[src/rtl/lcrf_pkg.sv]
// Shared constants, codes and types of the line-collecting ring flusher.
package lcrf_pkg;

	localparam int DEPTH   = 32;
	localparam int PTR_W   = $clog2(DEPTH);
	localparam int CNT_W   = $clog2(DEPTH + 1);
	localparam int DATA_W  = 8;
	localparam int LEVEL_W = 6;
	localparam int CMP_W   = (CNT_W > LEVEL_W) ? CNT_W : LEVEL_W;

	localparam logic [1:0] ACT_RX   = 2'd0;
	localparam logic [1:0] ACT_ACK  = 2'd1;
	localparam logic [1:0] ACT_FAIL = 2'd2;

	localparam logic CFG_LINE_END    = 1'b0;
	localparam logic CFG_FLUSH_LEVEL = 1'b1;

	localparam logic [DATA_W-1:0]  LINE_END_RST = 8'd10;
	localparam logic [LEVEL_W-1:0] LEVEL_RST    = 6'd30;

	typedef enum logic [1:0] {
		ST_IDLE,
		ST_READ,
		ST_LOAD
	} state_t;

	typedef struct packed {
		logic take;
		logic rd_en;
		logic load;
	} cmd_t;

	typedef struct packed {
		logic start;
		logic last;
		logic out_free;
	} sts_t;

	// Sums of a position and a count stay below twice the depth.
	function automatic logic [PTR_W-1:0] wrap_idx(input logic [CNT_W:0] s);
		logic [CNT_W:0] r;
		r = (s >= (CNT_W + 1)'(DEPTH)) ? s - (CNT_W + 1)'(DEPTH) : s;
		return r[PTR_W-1:0];
	endfunction

endpackage

[src/rtl/lcrf_ctrl.sv]
// Controller: accepts items when idle and sequences the read-out of a run.
module lcrf_ctrl (
	input  logic          clk,
	input  logic          arst_n,
	input  logic          s_tvalid,
	output logic          s_tready,
	input  lcrf_pkg::sts_t sts,
	output lcrf_pkg::cmd_t cmd
);
	import lcrf_pkg::*;

	state_t state_q;
	state_t state_nxt;

	always_ff @(posedge clk or negedge arst_n) begin
		if (!arst_n) begin
			state_q <= ST_IDLE;
		end else begin
			state_q <= state_nxt;
		end
	end

	always_comb begin
		state_nxt = state_q;
		case (state_q)
			ST_IDLE: begin
				if (s_tvalid && sts.start) begin
					state_nxt = ST_READ;
				end
			end
			ST_READ: begin
				state_nxt = ST_LOAD;
			end
			ST_LOAD: begin
				if (sts.out_free) begin
					state_nxt = sts.last ? ST_IDLE : ST_READ;
				end
			end
			default: begin
				state_nxt = ST_IDLE;
			end
		endcase
	end

	always_comb begin
		s_tready  = 1'b0;
		cmd.take  = 1'b0;
		cmd.rd_en = 1'b0;
		cmd.load  = 1'b0;
		case (state_q)
			ST_IDLE: begin
				s_tready = 1'b1;
				cmd.take = s_tvalid;
			end
			ST_READ: begin
				cmd.rd_en = 1'b1;
			end
			ST_LOAD: begin
				cmd.load = sts.out_free;
			end
			default: begin
				s_tready = 1'b0;
			end
		endcase
	end

endmodule

[src/rtl/lcrf_datapath.sv]
// Datapath: byte store, pointers, configuration and the output register.
module lcrf_datapath (
	input  logic                          clk,
	input  logic                          arst_n,
	input  logic                          cfg_we,
	input  logic                          cfg_index,
	input  logic [lcrf_pkg::DATA_W-1:0]   cfg_data,
	input  logic [1:0]                    action,
	input  logic [lcrf_pkg::DATA_W-1:0]   rx_byte,
	input  lcrf_pkg::cmd_t                cmd,
	output lcrf_pkg::sts_t                sts,
	input  logic                          m_tready,
	output logic                          m_tvalid,
	output logic [lcrf_pkg::DATA_W-1:0]   tx_byte,
	output logic                          chunk_last
);
	import lcrf_pkg::*;

	logic [DATA_W-1:0]  mem [DEPTH];
	logic [DATA_W-1:0]  rdata_q;
	logic [DATA_W-1:0]  line_end_q;
	logic [LEVEL_W-1:0] level_q;
	logic [PTR_W-1:0]   rp_q;
	logic [CNT_W-1:0]   cnt_q;
	logic [CNT_W-1:0]   pend_q;
	logic [CNT_W-1:0]   k_q;
	logic               flushing_q;
	logic               m_tvalid_q;
	logic [DATA_W-1:0]  tx_q;
	logic               last_q;

	logic [PTR_W-1:0]   wr_addr;
	logic [PTR_W-1:0]   rd_addr;
	logic               not_full;
	logic [CNT_W-1:0]   cnt_inc;
	logic [CNT_W-1:0]   retire;
	logic [PTR_W-1:0]   nxt_rp;
	logic [CNT_W-1:0]   nxt_cnt;
	logic               nxt_flushing;
	logic               start;
	logic               wr_en;
	logic [CNT_W:0]     run_end;
	logic [CNT_W-1:0]   run_len;

	always_comb begin
		wr_addr  = wrap_idx((CNT_W + 1)'(rp_q) + (CNT_W + 1)'(cnt_q));
		rd_addr  = wrap_idx((CNT_W + 1)'(rp_q) + (CNT_W + 1)'(k_q));
		not_full = cnt_q < CNT_W'(DEPTH);
		cnt_inc  = cnt_q + CNT_W'(1);
		retire   = (pend_q <= cnt_q) ? pend_q : cnt_q;

		nxt_rp       = rp_q;
		nxt_cnt      = cnt_q;
		nxt_flushing = flushing_q;
		start        = 1'b0;
		wr_en        = 1'b0;
		case (action)
			ACT_RX: begin
				if (not_full) begin
					wr_en   = 1'b1;
					nxt_cnt = cnt_inc;
					start   = !flushing_q && (rx_byte == line_end_q ||
						CMP_W'(cnt_inc) > CMP_W'(level_q));
				end
			end
			ACT_ACK: begin
				if (flushing_q) begin
					if (pend_q != '0) begin
						nxt_cnt = cnt_q - retire;
						nxt_rp  = wrap_idx((CNT_W + 1)'(rp_q) + (CNT_W + 1)'(pend_q));
					end
					start = (nxt_cnt != '0);
					if (!start) begin
						nxt_flushing = 1'b0;
					end
				end
			end
			ACT_FAIL: begin
				nxt_flushing = 1'b0;
			end
			default: begin
				nxt_flushing = flushing_q;
			end
		endcase
		if (start) begin
			nxt_flushing = 1'b1;
		end

		// A run stops at the count or at the end of the ring, whichever is first.
		run_end = (CNT_W + 1)'(nxt_rp) + (CNT_W + 1)'(nxt_cnt);
		run_len = (run_end < (CNT_W + 1)'(DEPTH)) ? nxt_cnt
			: CNT_W'(DEPTH) - CNT_W'(nxt_rp);

		sts.start    = start;
		sts.last     = (k_q + CNT_W'(1)) == pend_q;
		sts.out_free = !m_tvalid_q || m_tready;
	end

	always_ff @(posedge clk or negedge arst_n) begin
		if (!arst_n) begin
			line_end_q <= LINE_END_RST;
			level_q    <= LEVEL_RST;
		end else if (cfg_we) begin
			if (cfg_index == CFG_LINE_END) begin
				line_end_q <= cfg_data;
			end else begin
				level_q <= cfg_data[LEVEL_W-1:0];
			end
		end
	end

	always_ff @(posedge clk or negedge arst_n) begin
		if (!arst_n) begin
			rp_q       <= '0;
			cnt_q      <= '0;
			pend_q     <= '0;
			k_q        <= '0;
			flushing_q <= 1'b0;
		end else if (cmd.take) begin
			rp_q       <= nxt_rp;
			cnt_q      <= nxt_cnt;
			flushing_q <= nxt_flushing;
			if (start) begin
				pend_q <= run_len;
				k_q    <= '0;
			end else if (action == ACT_ACK && flushing_q) begin
				pend_q <= '0;
			end
		end else if (cmd.load) begin
			k_q <= k_q + CNT_W'(1);
		end
	end

	always_ff @(posedge clk) begin
		if (cmd.take && wr_en) begin
			mem[wr_addr] <= rx_byte;
		end
		if (cmd.rd_en) begin
			rdata_q <= mem[rd_addr];
		end
	end

	always_ff @(posedge clk or negedge arst_n) begin
		if (!arst_n) begin
			m_tvalid_q <= 1'b0;
		end else if (cmd.load) begin
			m_tvalid_q <= 1'b1;
		end else if (m_tready) begin
			m_tvalid_q <= 1'b0;
		end
	end

	always_ff @(posedge clk) begin
		if (cmd.load) begin
			tx_q   <= rdata_q;
			last_q <= sts.last;
		end
	end

	assign m_tvalid   = m_tvalid_q;
	assign tx_byte    = tx_q;
	assign chunk_last = last_q;

endmodule

[src/rtl/line_collecting_ring_flusher_top.sv]
// Top level of the line-collecting ring flusher.
//
//  channel | direction | handshake           | payload
//  s       | in        | s_tvalid / s_tready | s_tuser: action; s_tdata: rx_byte
//  m       | out       | m_tvalid / m_tready | m_tdata: tx_byte; m_tlast: chunk_last
//  cfg     | in        | cfg_we              | cfg_index, cfg_data
//
// An item that starts no run leaves the block idle, so s_tready stays high for the next item.
// An item that starts a run emits its bytes one by one, each by a registered store read and
// then an output load once the output register is free; no item is taken meanwhile.
// The output register lets the last byte wait for m_tready while the next item is taken.
// Reset clears pointers, counts and the flush flag; the store contents need no clearing.
module line_collecting_ring_flusher_top (
	input  logic        clk,
	input  logic        arst_n,
	input  logic        s_tvalid,
	output logic        s_tready,
	input  logic [7:0]  s_tdata,   // [7:0] rx_byte
	input  logic [1:0]  s_tuser,   // [1:0] action
	output logic        m_tvalid,
	input  logic        m_tready,
	output logic [7:0]  m_tdata,   // [7:0] tx_byte
	output logic        m_tlast,
	input  logic        cfg_we,
	input  logic        cfg_index,
	input  logic [7:0]  cfg_data
);
	import lcrf_pkg::*;

	cmd_t cmd;
	sts_t sts;

	lcrf_ctrl u_ctrl (
		.clk      (clk),
		.arst_n   (arst_n),
		.s_tvalid (s_tvalid),
		.s_tready (s_tready),
		.sts      (sts),
		.cmd      (cmd)
	);

	lcrf_datapath u_datapath (
		.clk        (clk),
		.arst_n     (arst_n),
		.cfg_we     (cfg_we),
		.cfg_index  (cfg_index),
		.cfg_data   (cfg_data),
		.action     (s_tuser),
		.rx_byte    (s_tdata),
		.cmd        (cmd),
		.sts        (sts),
		.m_tready   (m_tready),
		.m_tvalid   (m_tvalid),
		.tx_byte    (m_tdata),
		.chunk_last (m_tlast)
	);

endmodule

[config.mk]
export PLATFORM = sky130hd
export DESIGN_NAME = line_collecting_ring_flusher_top
export DESIGN_NICKNAME = d
export VERILOG_FILES = /design/src/rtl/lcrf_pkg.sv /design/src/rtl/lcrf_ctrl.sv /design/src/rtl/lcrf_datapath.sv /design/src/rtl/line_collecting_ring_flusher_top.sv
export SDC_FILE = /design/constraint.sdc
export NUM_CORES = 1
export LEC_CHECK = 0
export BUFFER_PORTS_ARGS = -buffer_cell sky130_fd_sc_hd__buf_2
export CAP_MARGIN = 15
export CORE_ASPECT_RATIO = 1.25
export CORE_MARGIN = 5
export CORE_UTILIZATION = 25
export CTS_CLUSTER_DIAMETER = 150
export CTS_CLUSTER_SIZE = 8
export DETAILED_ROUTE_END_ITERATION = 10
export PLACE_DENSITY = 0.46
export SLEW_MARGIN = 30
export SYNTH_ARGS = -nofsm -noshare
export SYNTH_HDL_FRONTEND = slang
export SYNTH_HIERARCHICAL = 1
export SYNTH_SLANG_ARGS = --single-unit
[constraint.sdc]
create_clock -name clk -period 6.6 [get_ports clk]
set_input_delay 1.65 -clock clk [delete_from_list [all_inputs] [get_ports clk]]
set_output_delay 1.65 -clock clk [all_outputs]
set_load 0.02 [all_outputs]
---- Word level (Yosys, flattened, before mapping) ----
Memories as Yosys holds them, arrays and structs flattened. A register that Yosys moved wholly into a read port is not among the register bits.
Cells that the tools add are included.
storage, ports and cells
  latch bits .............................. 0
  bits in registers ....................... 50
  RAM bits ................................ 256
  word-level logic and storage cells ...... 102
  bits of input ports ..................... 24
  bits in read-only memories .............. 0
  output and inout bits ................... 11
  memories kept ........................... 1
operators by class
  multiply operators ...................... 0
  divide/modulo/power cells ............... 0
  multiplexer cells ....................... 40
  add/sub/neg operators ................... 11
  bitwise operators ....................... 1
  equal/unequal tests ..................... 9
  reductions and logical operators ........ 22
  shifts and indexed selects .............. 0
  order comparisons ....................... 7
memory list
  name            words  bits a word  rd ports  clocked after Yosys merged registers in  wr ports  RTL line             source
  u_datapath.mem  32     8            1         1                                        1         lcrf_datapath.sv:19  logic [DATA_W-1:0] mem [DEPTH];
operators by type and width
  cell                                                                    number
  6-bit 2-to-1 mux                                                        12
  5-bit 2-to-1 mux                                                        6
  5-bit by 6-bit adder with 7-bit output                                  4
  7-bit by 6-bit >= comparator with 1-bit output (second input constant)  3
  1-bit 2-to-1 mux                                                        16
  5-bit by 1-bit subtractor with 5-bit output (second input constant)     3
  6-bit by 1-bit adder with 6-bit output (second input constant)          2
  6-bit case mux with 2 select lines                                      1
  2-bit AND reduction                                                     6
  6-bit nonzero test                                                      2
  8-bit equality test                                                     1
  7-bit by 6-bit < comparator with 1-bit output (second input constant)   1
  6-bit equality test                                                     1
  6-bit greater-than comparator                                           1
  6-bit <= comparator                                                     1
  6-bit < comparator (second input constant)                              1
  2-bit case mux with 3 select lines                                      1
  2-bit nonzero test                                                      3
  6-bit by 5-bit subtractor with 6-bit output (first input constant)      1
  6-bit subtractor                                                        1
  2-bit by 1-bit equality test with 1-bit output (second input constant)  2
  2-bit equality test (second input constant)                             2
  1-bit logical AND                                                       4
  2-bit zero test                                                         2
  other kinds (8)                                                         13

---- Longest topological paths before layout ----
Gate-level depths: netlist of run 1.
  word-level depth ........................ 12
  depth in mapped cells ................... 24
  mapped depth without buffers ............ 22

---- Modules after synthesis ----
The synthesis of run 1 kept the hierarchy.
modules (own cells, without submodules)
  module         area an instance (um^2)  instances  seq. area each (um^2)  cells an instance
  lcrf_datapath  13997.2                  1          9181.3                 817
  lcrf_ctrl      116.4                    1          50.0                   11

---- Least setup slack after synthesis of run 1 ----
No wires, ideal clock.
  kind .................................... reg2reg
  from .................................... reg u_datapath.cnt_q[4]
  to ...................................... reg u_datapath.pend_q[1]
  clock period less this slack ............ 4973 ps
  slack ................................... 1627 ps
  cell stages (with the launch flop) ...... 23
  data arrival time ....................... 4852 ps
  library setup time ...................... 121 ps
  buffers on the path ..................... 2
  required time ........................... 6479 ps
  cells stage by stage .................... dfrtp_1 > clkbuf_1 > inv_1 > ha_1 > a21oi_1 > a21boi_0 > o32a_1 > buf_2 > mux2_2 > inv_1 > ha_1 > nor2b_1 > o31a_1 > o31ai_1 > o21ai_0 > a31oi_1 > ha_1 > a21o_1 > a21oi_1 > nand2_1 > o31a_4 > mux2_4 > a22o_1
on the way
  longest elaborated chain between the ends .. 12
  elaborated cells on any way between the ends .. 24
  those cells by class .................... 3 x add/sub; 4 x order compare; 12 x mux; 5 x reduce/logical
ends and longest elaborated chain
  what                                               RTL line              source
  from (decl)                                        lcrf_datapath.sv:24   logic [CNT_W-1:0] cnt_q;
  from (signal assigned)                             lcrf_datapath.sv:121  cnt_q <= nxt_cnt;
  6-bit <= comparator                                lcrf_datapath.sv:50   retire = (pend_q <= cnt_q) ? pend_q : cnt_q;
  6-bit 2-to-1 mux                                   lcrf_datapath.sv:50
  6-bit subtractor                                   lcrf_datapath.sv:69   nxt_cnt = cnt_q - retire;
  6-bit 2-to-1 mux                                   lcrf_datapath.sv:68   if (pend_q != '0) begin
  6-bit 2-to-1 mux                                   lcrf_datapath.sv:67   if (flushing_q) begin
  6-bit 2-to-1 mux                                   lcrf_datapath.sv:57   case (action)
  6-bit 2-to-1 mux                                   lcrf_datapath.sv:67
  6-bit case mux with 2 select lines (*)             lcrf_datapath.sv:57
  named net u_datapath.nxt_cnt[3]                    lcrf_datapath.sv:38   logic [CNT_W-1:0] nxt_cnt;
  5-bit by 6-bit adder with 7-bit output (*)         lcrf_datapath.sv:90   run_end = (CNT_W + 1)'(nxt_rp) + (CNT_W + 1)'(nxt_cnt);
  7-bit by 6-bit < comparator with 1-bit output (*)  lcrf_datapath.sv:91   run_len = (run_end < (CNT_W + 1)'(DEPTH)) ? nxt_cnt
  6-bit 2-to-1 mux (*)                               lcrf_datapath.sv:91
  6-bit 2-to-1 mux (*)                               lcrf_datapath.sv:123  if (start) begin
  to (signal assigned)                               lcrf_datapath.sv:124  pend_q <= run_len;
  to (decl)                                          lcrf_datapath.sv:25   logic [CNT_W-1:0] pend_q;
Mark *: on every way through the listed nets, which the timed path passes. The rest lies on a longest branch. The select of a mux whose other input is x is not followed.
A chain may end at the register's enable or synchronous reset.

---- Worst setup path after layout of run 1 ----
  from .................................... reg u_datapath.cnt_q[5]
  to ...................................... reg u_datapath.pend_q[4]
Same word-level chain as after synthesis.

==> metrics.cfg, run 1 <==
[setup_path]
r2r_end=u_datapath/pend_q[4]
cp_common_cell=ha_1
start_kind=register
cp_cell_sequence=clkinv_1 > ha_1 > nand4_1 > a21oi_1 > o32a_1 > mux2_2 > inv_1 > ha_1 > nor2b_1 > o31a_1 > o31ai_1 > o21ai_0 > a31oi_1 > ha_1 > a21o_1 > a21oi_1 > nand2_1 > o31a_4 > mux2_4 > a22o_1
cp_max_fo=15
end_kind=register
r2r-start=u_datapath/cnt_q[5]
slowest_delay_ns=0.63
crit_family=compound AO/OA/AOI/OAI gates
cp.arrival_ns=6.19
rr_worst_depth=20
reg2reg_slack_ns=0.83
path_buf_inv=2
slowest_stage=dfrtp_1
crit_required_ns=7.03
critical_path_class=register to register

[timing]
period_share=0.874
setup_viol=0
setup_ws_ns=0.835
finalHoldViolCount=0
drv_slew=0
rsz0062_at_grt=false
slew-limit-headroom=0.362
setup_tns_ns=0
fin_crit_ns=5.77
tightest_slew_ns=0.946
max_freq_ghz=0.173
clock_skew_ns=0.0176
hold-worst-slack_ns=0.415

[placement]
place_congestion=0.843
placed_cells=1583
port_buffers=34
dp_slack_ns=0.888
hpwl_um=23800

[routing]
drtIter0Drc=477
detailedRoute.firstPassIterationCount=5
via_count=7583
totalWireLength_um=35300
vias_per_cell=4.60
drcViolationCount=0
wire_per_inst_um=21.4
ant_nets=0

[synthesis]
ys_top_cells_by_count=edfxtp_1 (273), mux4_2 (80), nor2_1 (52)
ys.warnings.count=6
ys_async_sr_fraction=0.131
synth-seq-cells=314
yosysMostFrequentCell=edfxtp_1
netlist_top_cells_area=edfxtp_1 (58%), mux4_2 (13%), dfrtp_1 (6.2%)
synth-seq-area-share=0.654
syn-num-nets=893
synth_top_cell_by_area=edfxtp_1
yosysUniqueCellTypes=73
avgSynthCellArea_um2=17.0
netlist_instances=828
ys.flop_type=edfxtp_1
synth_top_area_frac=0.581
syn_area_um2=14100
synth-edff-count=273

[min_path]
worstHoldEndpoint=u_datapath/tx_byte[1]
hold_path_class=register to register
whs_path_depth=0
min_from=u_datapath/rdata_q[1]

[grt]
grt_pass1_vias=8099
antenna_found_initial=0
grt_pass1_wl_um=53800
grt.total_usage=0.115
grt_max_degree=65
grt_overflow_total=0

[die]
die_w_um=223
start_util=0.252
ios=35
dieArea_um2=61300
fp.dieH_um=276
rows=97
core_um2=55900

[clocking]
root_buffer=clkbuf_16
cts_buffers=45
cts.sinks=314
htreeDepth=2
postCtsSetupRepairBufs=0
cts_tree=yes
cts_resized=0
clkTransAtPathRegs_ns=0.06
cts_hold_buf=0
clk_latency_ns=0.54
cts_buffer_depth=3

[layout]
num_antenna_cells=0
areaGrowthSynthToFinish_pct=16.7
final_util=0.294
nets=953
drive_gt1_frac=0.265
fillers=5515
instances_no_fill=1648

[pwr]
combPwrFrac=0.457
power_density_nw_per_um2=517
p_leak_nw=5.53
switching_power_mw=3.04
seq_power_share=0.299
p_int_mw=5.47
switching_share=0.357
clkPwrFrac=0.245
max-vdd-ir-drop_uv=346

[run]
cap_viol_max_count=0

[run_status]
status=finished clean

[registers in the layout, summed over array words and instances, names as in the netlist]
name,count
u_datapath/k_q,6
u_datapath/rdata_q,8
u_datapath/chunk_last,1
u_datapath/rp_q,5
u_datapath/cnt_q,6
u_datapath/mem,256
u_datapath/m_tvalid,1
u_datapath/level_q,6
u_datapath/pend_q,6
u_ctrl/state_q,2
u_datapath/tx_byte,8
u_datapath/line_end_q,8
u_datapath/flushing_q,1
[per-stage QoR]
stage | area, um2 | total power [mW]
floorplan | 14100 | 5.34
CTS | 16500 | 8.67
finish | 16500 | 8.51
detailed placement | 15200 | 6.53
global route | 16500 | 9.03
global placement | 15200 | 6.51
[logic make-up (layout without fill, tap and decap cells)]
| group | after synthesis | after routing | share of synthesized area |
|---|---|---|---|
| multiplexers | 122 | 122 | 0.162 |
| XOR/XNOR | 38 | 38 | 0.0236 |
| adder cells (fa/ha/maj) | 41 | 41 | 0.0385 |
| flip-flops | 314 | 314 | 0.654 |
| AO/OA/AOI/OAI | 102 | 102 | 0.0501 |
| AND/OR/NAND/NOR | 158 | 158 | 0.0559 |
| buffers and inverters | 53 | 131 | 0.0156 |
[layout by cell type (no fill, tap or decap), drive strengths merged, types with 3 or more instances in the layout]
cell type  count
a21oi         31
o22ai          6
or2            5
inv           19
and3           3
mux2          33
o31a           3
o21ai         19
dfrtp         35
mux2i          9
nand4          6
nor2b          6
nor3          13
fa             4
or4            4
nand2         33
xnor2         19
clkbuf        63
xor2          19
a22o           5
dfstp          6
ha            37
nand2b        11
nor4           5
o21a           5
mux4          80
nand3          9
o31ai          3
nor2          53
edfxtp       273
buf           47
a21o          10
[layer usage]
layer | up-vias | track usage | part of all wire
met1 | 3940 | 0.138 | 0.41
met4 | 0 | 0.0389 | 0.027
li1 | 3408 | - | -
met5 | - | 0 | 0
met2 | 173 | 0.209 | 0.53
met3 | 62 | 0.0214 | 0.038
[final cells by class]
cell class              instances  area (um2)  share of cell area
inverters                      19        71.3             0.00433
flip-flops and latches        314        9230               0.560
clock buffers                  63        1240              0.0750
well taps                     742         928              0.0564
multi-input cells             461        4700               0.285
clock inverters                 2        17.5             0.00106
repair buffers                 47         287              0.0174
[power by group through the flow]
stage	registers, mW	clock network (mW)	logic [mW]
6_report	2.54	2.08	3.88
3_5_place_dp	2.58	0	3.95
2_1_floorplan	2.50	0	2.84
4_1_cts	2.55	2.16	3.97
5_1_grt	2.56	2.23	4.24
3_3_place_gp	2.58	0	3.93
[worst max path at each step]
stage                             start                    to  slack [ns]  cells after the start
floorplan           u_datapath/cnt_q[4]  u_datapath/pend_q[1]        1.63                     22
global placement    u_datapath/cnt_q[5]  u_datapath/pend_q[3]        0.97                     20
detailed placement  u_datapath/cnt_q[5]  u_datapath/pend_q[3]        0.89                     20
CTS                 u_datapath/cnt_q[5]  u_datapath/pend_q[4]        0.88                     20
global route        u_datapath/cnt_q[5]  u_datapath/pend_q[4]        0.37                     19
finish              u_datapath/cnt_q[5]  u_datapath/pend_q[4]        0.83                     20
(Power assumes the default switching activity.)
==> run 2: changes to the inputs <==
--- a/config.mk
+++ b/config.mk
@@ -8,7 +8,7 @@
 export BUFFER_PORTS_ARGS = -buffer_cell sky130_fd_sc_hd__buf_2
 export CAP_MARGIN = 15
 export CORE_ASPECT_RATIO = 1.25
-export CORE_MARGIN = 5
+export CORE_MARGIN = 2
 export CORE_UTILIZATION = 25
 export CTS_CLUSTER_DIAMETER = 150
 export CTS_CLUSTER_SIZE = 8
==> run 2 against run 1 <==
  * Register-to-register slack got worse by 0.13 ns
  * Clock-buffer cell count rose by 1
  * Total power is 0.31% higher
  * Sequential power about the same
  * Largest cell class unchanged
==> metrics.cfg, run 2 (same netlist as run 1, synthesis figures left out) <==
[die]
core_um2=55900  ; unchanged
rows=97  ; unchanged
start_util=0.252  ; unchanged
dieArea_um2=58400  ; -4.8%
ios=35  ; unchanged
fp.dieH_um=270  ; -2.2%
die_w_um=217  ; -2.7%

[setup_path]
worstSetupStartpoint=u_datapath/cnt_q[5]
rr_worst_depth=19  ; -5.0%
critical_path_class=register to register
path_buf_inv=1  ; -1
cp.arrival_ns=6.33  ; +0.14 ns
r2r-start=u_datapath/cnt_q[5]
worst-path-stages=19  ; -5.0%
crit_family=compound AO/OA/AOI/OAI gates
start_kind=register
cp_common_cell=a21oi_1
slowest_delay_ns=0.63  ; about the same
r2r_end=u_datapath/pend_q[1]
cp_max_fo=15  ; unchanged
slowest_stage=dfrtp_1
reg2reg_slack_ns=0.70  ; -0.13 ns
cp_cell_sequence=clkinv_1 > ha_1 > nand4_1 > a21oi_1 > o32a_1 > mux2_2 > fa_1 > o21ai_0 > a21oi_1 > o311ai_0 > mux2i_1 > a21oi_1 > ha_1 > nand4_1 > or4_4 > nand2b_1 > o31a_4 > mux2_4 > a22o_1
end_kind=register
crit_required_ns=7.03  ; about the same

[routing]
detailedRoute.firstPassIterationCount=5  ; unchanged
highest_layer=met4
vias_per_cell=4.59  ; -0.25%
wl_met1_um=14700  ; +2.6%
ant_nets=0  ; unchanged
drcViolationCount=0  ; unchanged
totalWireLength_um=34900  ; -0.94%
wl_met2_um=18000  ; -3.5%
wl_met3_um=1300  ; -3.8%
wire_per_inst_um=21.2  ; -0.94%
via_count=7564  ; -0.25%
drtIter0Drc=651  ; +36%

[clocking]
htreeDepth=2  ; unchanged
clk_latency_ns=0.55  ; about the same
cts_resized=0  ; unchanged
clkTransAtPathRegs_ns=0.05  ; about the same
cts_buffer_depth=3  ; unchanged
postCtsSetupRepairBufs=0  ; unchanged
cts.sinks=314  ; unchanged
root_buffer=clkbuf_16
cts_hold_buf=0  ; unchanged
cts_tree=yes
cts_buffers=45  ; unchanged

[timing]
slew-limit-headroom=0.397  ; +0.0350
finalHoldViolCount=0  ; unchanged
setup_tns_ns=0  ; unchanged
max_freq_ghz=0.169  ; -2.3%
rsz0062_at_grt=false
hold-worst-slack_ns=0.417  ; +0.00268 ns
tightest_slew_ns=0.900  ; -0.0458 ns
period_share=0.894  ; +0.0204
setup_ws_ns=0.700  ; -0.135 ns
clock_skew_ns=0.0388  ; +0.0212 ns
drv_slew=0  ; unchanged
fin_crit_ns=5.90  ; +0.135 ns
setup_viol=0  ; unchanged

[placement]
hpwl_um=23300  ; -2.1%
place_congestion=0.825  ; -2.1%
port_buffers=34  ; unchanged
dp_slack_ns=0.750  ; -0.138 ns

[pwr]
combPwrFrac=0.459  ; +0.002
switching_power_mw=3.08  ; +1.2%
power_density_nw_per_um2=518  ; +0.37%
clkPwrFrac=0.244  ; about the same
p_leak_nw=5.52  ; -0.18%
switching_share=0.360  ; +0.00313
p_int_mw=5.46  ; -0.17%
seq_power_share=0.297  ; -0.002
max-vdd-ir-drop_uv=339  ; -2.1%

[layout]
areaGrowthSynthToFinish_pct=16.6  ; about the same
num_antenna_cells=0  ; unchanged
drive_gt1_frac=0.263  ; -0.00221
final_util=0.294  ; about the same
largest_register_ffs=256  ; unchanged
mostFrequentLayoutCell=edfxtp_1
regMostFlops=u_datapath/mem
mostFrequentLayoutCells=edfxtp_1 (273), mux4_2 (80), nor2_1 (52)
nets=952  ; -0.10%

[run_status]
status=finished clean

[grt]
antenna_found_initial=1  ; +1
grt.total_usage=0.120  ; +0.00498
grt_pass1_wl_um=52600  ; -2.3%
grt_overflow_total=0  ; unchanged
grt_pass1_vias=7783  ; -3.9%
grt_max_degree=65  ; unchanged

[min_path]
min_from=u_datapath/rdata_q[1]
worstHoldEndpoint=u_datapath/tx_byte[1]
hold_path_class=register to register
whs_path_depth=0  ; unchanged

[run]
cap_viol_max_count=0  ; unchanged

==> run 2: per-layer routing <==
layer	up-vias	track usage
met3	67	0.0176
met1	3904	0.151
met5	-	0
met4	0	0.0397
li1	3406	-
met2	187	0.212
==> run 2: worst max path at each step <==
stage	end	slack, ns
final	u_datapath/pend_q[1]	0.70
after CTS	u_datapath/pend_q[1]	0.75
after global routing	u_datapath/pend_q[2]	0.21
after detailed placement	u_datapath/pend_q[1]	0.75
after global placement	u_datapath/pend_q[3]	0.94
after floorplan	u_datapath/pend_q[1]	1.63
==> run 2: final cells by class <==
class / instances / area, um2
flip-flops and latches: 314 / 9230
inverters: 19 / 71.3
well taps: 742 / 928
clock buffers: 64 / 1220
repair buffers: 46 / 287
clock inverters: 2 / 25.0
fillers: 5477 / 39500
multi-input cells: 461 / 4700
==> run 2: worst register-to-register path, delay by kind of cell, from the launching register on <==
| kind | cells | cell delay [ns] |
|---|---|---|
| AOI/OAI and AO/OA | 8 | 2.12 |
| adders and majority gates | 3 | 1.05 |
| muxes | 3 | 0.86 |
| and+or+nand+nor | 4 | 0.75 |
| DFF | 1 | 0.63 |
| buffers and inverters | 1 | 0.37 |
==> run 2: power by group through the flow <==
| stage | sequential [mW] | clock (mW) | combinational (mW) |
|---|---|---|---|
| CTS | 2.54 | 2.15 | 3.99 |
| detailed placement | 2.58 | 0 | 3.98 |
| global route | 2.56 | 2.22 | 4.25 |
| global placement | 2.58 | 0 | 3.95 |
| finish | 2.54 | 2.08 | 3.92 |
| floorplan | 2.50 | 0 | 2.84 |
==> run 2: stage by stage <==
stage	total power, mW	area (um2)	instances
6_report	8.54	16500	1648
5_1_grt	9.03	16500	1648
4_1_cts	8.68	16500	1648
3_5_place_dp	6.55	15200	1582
3_3_place_gp	6.52	15200	1581
2_1_floorplan	5.34	14100	828
